### src/rtl/core/pfd_ram.sv
`timescale 1ns / 1ps

// simple dual-port RAM, one write and one registered read port
module pfd_ram #(
    parameter int WIDTH = 8,
    parameter int DEPTH = 16
) (
    input  logic                                        i_clk,
    input  logic                                        i_we,
    input  logic [((DEPTH > 1) ? $clog2(DEPTH) : 1)-1:0] i_waddr,
    input  logic [WIDTH-1:0]                            i_wdata,
    input  logic                                        i_re,
    input  logic [((DEPTH > 1) ? $clog2(DEPTH) : 1)-1:0] i_raddr,
    output logic [WIDTH-1:0]                            o_rdata
);

    logic [WIDTH-1:0] mem [DEPTH];

    always_ff @(posedge i_clk) begin
        if (i_we) begin
            mem[i_waddr] <= i_wdata;
        end
        if (i_re) begin
            o_rdata <= mem[i_raddr];
        end
    end

endmodule

### config.mk
export PLATFORM = sky130hd
export DESIGN_NAME = pfd_ram
export DESIGN_NICKNAME = d
export VERILOG_FILES = /design/src/rtl/core/pfd_ram.sv
export SDC_FILE = /design/constraint.sdc
export NUM_CORES = 1
export LEC_CHECK = 0
export ABC_AREA = 1
export BUFFER_PORTS_ARGS = -buffer_cell sky130_fd_sc_hd__buf_2
export CORE_MARGIN = 1.5
export CORE_UTILIZATION = 50
export CTS_BUF_LIST = sky130_fd_sc_hd__clkbuf_8
export CTS_CLUSTER_SIZE = 40
export DETAILED_ROUTE_END_ITERATION = 8
export PLACE_DENSITY = 0.67
export SLEW_MARGIN = 20
export SYNTH_ARGS = -nofsm -noshare
export SYNTH_HDL_FRONTEND = slang
export SYNTH_SLANG_ARGS = --single-unit
### constraint.sdc
create_clock -name i_clk -period 2.9 [get_ports i_clk]
set_clock_uncertainty 0.15 [all_clocks]
set_input_delay 0.145 -clock i_clk [delete_from_list [all_inputs] [get_ports i_clk]]
set_output_delay 0.145 -clock i_clk [all_outputs]
set_load 0.02 [all_outputs]
==> results of run 1 <==
## sequential cells by signal, summed over array words and instances (netlist names)
| register | flops |
|---|---|
| mem | 128 |
| o_rdata | 8 |
## metrics by stage
stage	hold WS (ps)	power, uW	area, um^2	worst slack (ps)
6_report	32.72	4053	6499	1158
4_1_cts	5.688	4071	6499	1236
5_1_grt	11.82	4178	6499	1091
3_3_place_gp	362.4	2529	6017	786.9
2_1_floorplan	93.87	2433	5847	1654
3_5_place_dp	367.1	2534	6017	753.8
## what timing repair did
action	in CTS	in global routing
endpoints found under the setup margin	0	0
resized for setup	0	0
hold buffers	9	0
hold endpoints to repair	123	0
## worst max path at each step
stage / startpoint / end / slack, ps
after detailed placement: i_raddr[1] / o_rdata[6] / 750
after floorplan: i_waddr[2] / mem[10][0] / 1650
after global placement: i_raddr[1] / o_rdata[7] / 790
after global routing: i_raddr[1] / o_rdata[7] / 1090
after CTS: i_raddr[1] / o_rdata[6] / 1240
final: i_raddr[1] / o_rdata[6] / 1160
## cell type report
type / instances / area [um^2]
clock inverter: 14 / 157.7
timing repair buffer: 37 / 247.7
inverter: 102 / 382.9
multi-input combinational: 289 / 1214
fill: 989 / 4920
tap: 143 / 178.9
sequential: 136 / 4084
clock buffer: 17 / 234.0
## cells by family after synthesis
kind of cell | synth area share, %
flops | 69.85
buf+inv | 9.394
simple gates | 20.76
## report_power, final
part / internal, uW / switching (uW) / leakage (uW) / total (uW)
clock: 835 / 720 / 0.000192 / 1550
combinational: 77.1 / 197 / 0.00135 / 274
sequential: 2210 / 12.0 / 0.00124 / 2220
total: 3120 / 929 / 0.00277 / 4050
## cell usage after synthesis
| master | number |
|---|---|
| inv_1 | 100 |
| nor2_1 | 17 |
| nand3_1 | 97 |
| nand2_1 | 173 |
| buf_6 | 6 |
| inv_2 | 2 |
| nand3b_1 | 2 |
| buf_1 | 1 |
| edfxtp_1 | 136 |
| buf_4 | 4 |
| buf_2 | 13 |
## critical path, cell delays in order
cell	delay (ps)
buf_2	540
inv_2	460
nand3_1	210
nand3_1	120
nand3_1	200
nand2_1	70
## per-layer routing
metal  wire (um)  part of all wire (%)  global-route usage (%)
met1        5559                    44                   28.74
met2        6152                    48                   34.40
met5           0                     0                       0
met3         707                   5.6                   5.194
met4         282                   2.2                   9.367
==> impl_metrics.csv, run 1 <==
group,metric,value,unit
timing,drv_slew,0,
clock_tree,cts_tree,"yes",
grt,overflow,0,
worst_setup_path,startpoint_type,"primary input",
grt,grt_pass1_vias,3671,
pwr,p_leak,0.002774,uW
worst_setup_path,cp.required,2950,ps
grt,antenna_found_initial,0,
routing,viasPerCell,5.169,
worst_hold_path,hp-start,"i_wdata[0]",
timing,fin_crit,1742,ps
worst_setup_path,crit_type,"primary input to flip-flop",
grt,grt_pass1_wl,19.94,mm
logic_synthesis,synth_area,5847,um^2
timing,post-route-period-util,60.07,%
logic_synthesis,synthCells,551,
clock_tree,cts_max_level,4,
worst_setup_path,r2r_slack,1510,ps
run_status,status,"complete, no violations",
worst_setup_path,r2r_end,"o_rdata[6]",
clock_tree,clkTransAtPathRegs,80,ps
cells_and_area,n_antenna_cell,0,
grt,grt_usage,21.67,%
logic_synthesis,syn_area_per_cell,10.61,um^2
place,port_buffers,26,
worst_setup_path,end_kind,"flip-flop",
place,place_inst,698,
timing,fmaxAchievable,574.1,MHz
logic_synthesis,yosys.area.top_type,"edfxtp_1",
floorplanning,io_pins,27,
worst_setup_path,arrival,1790,ps
cells_and_area,drive_gt1_share,9.916,%
logic_synthesis,ys_types,11,
flow_run,cap_violations,0,
logic_synthesis,yosys_warnings,0,
routing,first_pass_iters,7,
timing,worst_slew_pin_slew,863.4,ps
clock_tree,cts_setup_buffers,0,
timing,final_hold_viol_count,0,
cells_and_area,layout_commonest_cell,"nand2_1",
clock_tree,cts.sinks,136,
timing,fin_tns_setup,0,ps
floorplanning,rows,39,
floorplanning,die_x,111.1,um
pwr,p_per_area,623.7,nW/um^2
worst_setup_path,worst-r2r-cell-count,6,
logic_synthesis,syn-num-nets,570,
routing,ant_nets,0,
worst_setup_path,timing.rr.start,"mem[1][6]",
routing,drc,0,
place,place_congestion,0.8262,
logic_synthesis,synth.area.top_cells,"edfxtp_1 70%, nand2_1 11%, nand3_1 8.3%, inv_1 6.4%, buf_6 1.2%",
clock_tree,clock_path_buffers,2,
cells_and_area,nets,602,
clock_tree,clkLatencyLatePin,440,ps
grt,grt_max_degree,65,
routing,vias,3815,
timing,setup_viol,0,
timing,rsz0062_at_grt,"no",
logic_synthesis,yosysSeqAreaShare,69.85,%
worst_hold_path,holdPathEnd,"mem[9][0]",
logic_synthesis,synth_top_area_share,69.85,%
floorplanning,die_area,12350,um^2
clock_tree,cts_root_buffer,"clkbuf_8",
floorplanning,initial_core_util,51.21,%
cells_and_area,area_growth,11.15,%
pwr,vdd_ir_drop_max,0.2758,mV
timing,slew_headroom,42.22,%
routing,wl,12.70,mm
worst_hold_path,whs_path_depth,1,
logic_synthesis,ys_ff_latch,136,
cells_and_area,final_cells,738,
floorplanning,fp.dieH,111.1,um
clock_tree,cts_buffers,17,
cells_and_area,utilization,56.91,%
worst_setup_path,worstPathMaxFanout,33,
floorplanning,core_area,11420,um^2
place,dp_hpwl,7.637,mm
worst_hold_path,hold_class,"primary input to flip-flop",
cells_and_area,layout_common_cells,"173 x nand2_1, 136 x edfxtp_1, 100 x inv_1",
routing,wl_per_cell,17.21,um
routing,initialDrtViolationCount,327,
(Power assumes the default switching activity.)
==> inputs of run 2 (changes only) <==
Clock period 2.9 ns to 1.74 ns, I/O delays scaled along.
==> impl_metrics.csv, run 2 (synthesis results as in run 1) <==
group,metric,value,unit
run_status,status,"complete, no violations",
worst_setup_path,end_kind,"flip-flop",
place,place_congestion,0.8161,
floorplanning,die_x,111.1,um
clock_tree,post_cts_resized,0,
grt,antenna_found_initial,0,
cells_and_area,area_growth,14.83,%
cells_and_area,nFillCells,949,
grt,grt_max_degree,39,
routing,vias,3935,
grt,overflow,0,
cells_and_area,layout_common_cells,"173 x nand2_1, 136 x edfxtp_1, 100 x inv_1",
pwr,p_leak,0.002911,uW
place,dp_hpwl,8.071,mm
timing,slew_headroom,57.78,%
timing,fmaxAchievable,751.5,MHz
worst_setup_path,worstPathMaxFanout,1,
cells_and_area,largest_reg_flops,128,
routing,first_pass_iters,5,
timing,post-route-period-util,76.47,%
cells_and_area,drive_gt1_share,12.99,%
cells_and_area,nets,624,
routing,ant_nets,0,
clock_tree,cts_setup_buffers,0,
pwr,vdd_ir_drop_max,0.5463,mV
grt,grt_pass1_wl,20.86,mm
worst_setup_path,crit_type,"flip-flop to flip-flop",
routing,drc,0,
routing,initialDrtViolationCount,336,
timing,final_hold_viol_count,0,
grt,grt_usage,22.62,%
pwr,p_per_area,1034,nW/um^2
clock_tree,clkLatencyLatePin,440,ps
pwr,power,6944,uW
worst_setup_path,arrival,1370,ps
timing,fin_crit,1331,ps
cells_and_area,n_antenna_cell,0,
cells_and_area,top_register,"mem",
clock_tree,cts_tree,"yes",
cells_and_area,final_cells,759,
clock_tree,clock_path_buffers,2,
timing,drv_slew,0,
floorplanning,initial_core_util,51.21,%
routing,wl,13.34,mm
timing,rsz0062_at_grt,"no",
clock_tree,cts_max_level,4,
floorplanning,die_area,12350,um^2
timing,setup_viol,0,
clock_tree,cts_root_buffer,"clkbuf_8",
cells_and_area,layout_commonest_cell,"nand2_1",
routing,viasPerCell,5.184,
timing,fin_tns_setup,0,ps
worst_setup_path,cp.required,1780,ps
flow_run,cap_violations,0,
cells_and_area,utilization,58.80,%
floorplanning,io_pins,27,
worst_setup_path,startpoint_type,"flip-flop",
floorplanning,core_area,11420,um^2
clock_tree,cts.sinks,136,
place,place_inst,719,
clock_tree,cts_buffers,17,
cells_and_area,reg_top3,"mem x128, o_rdata x8",
floorplanning,rows,39,
clock_tree,clkTransAtPathRegs,80,ps
floorplanning,fp.dieH,111.1,um
worst_hold_path,hold_class,"primary input to flip-flop",
place,port_buffers,26,
grt,grt_pass1_vias,3814,
timing,worst_slew_pin_slew,632.4,ps
clock_tree,cts_hold_buf,10,
routing,wl_per_cell,17.57,um
==> run 2: cell type report <==
cell class	instances	area (um^2)	share of cell area, %
tap	143	178.9	2.665
inverter	102	382.9	5.703
timing repair buffer	59	440.4	6.560
clock inverter	13	180.2	2.684
multi-input combinational	289	1214	18.08
sequential	136	4084	60.83
clock buffer	17	234.0	3.485
==> run 2: metal layers <==
metal,part of all wire (%),routed length [um],global-route usage [%],vias to the layer above
met1,42,5630,31.63,1866
met4,1.6,212,7.173,0
met5,0,0,0,-
met3,6.3,843,4.702,15
li1,-,-,-,1882
met2,50,6650,35.93,172
==> run 2: final timing paths <==
kind         slack, ps        from    endpoint  depth (start not counted)
max reg2reg        410   mem[5][2]  o_rdata[2]                          6
max                410   mem[5][2]  o_rdata[2]                          6
min reg2reg        590  mem[12][5]  o_rdata[5]                          6
min                130        i_we   mem[1][0]                          4
==> run 2: power breakdown <==
part           internal, uW  total, uW  switching [uW]
combinational           151        489             337
sequential             3690       3710            21.2
clock                  1540       2750            1210
total                  5380       6940            1570
==> run 2: critical path, cell delays in order, from the launching register on <==
cell and delay, ps:
edfxtp_1 380, inv_1 70, nand2_1 50, nand3_1 80, nand3_1 110, nand3_1 160
nand2_1 80
==> run 2: stage by stage <==
| step | setup WS [ps] | hold WS, ps | area (um^2) |
|---|---|---|---|
| final | 409.4 | 130.0 | 6714 |
| after global routing | 329.5 | 139.5 | 6714 |
| after CTS | 406.5 | 118.0 | 6714 |
| after detailed placement | 208.9 | 315.0 | 6200 |
| after global placement | 224.1 | 315.4 | 6200 |
| after floorplan | 552.2 | 35.87 | 5847 |
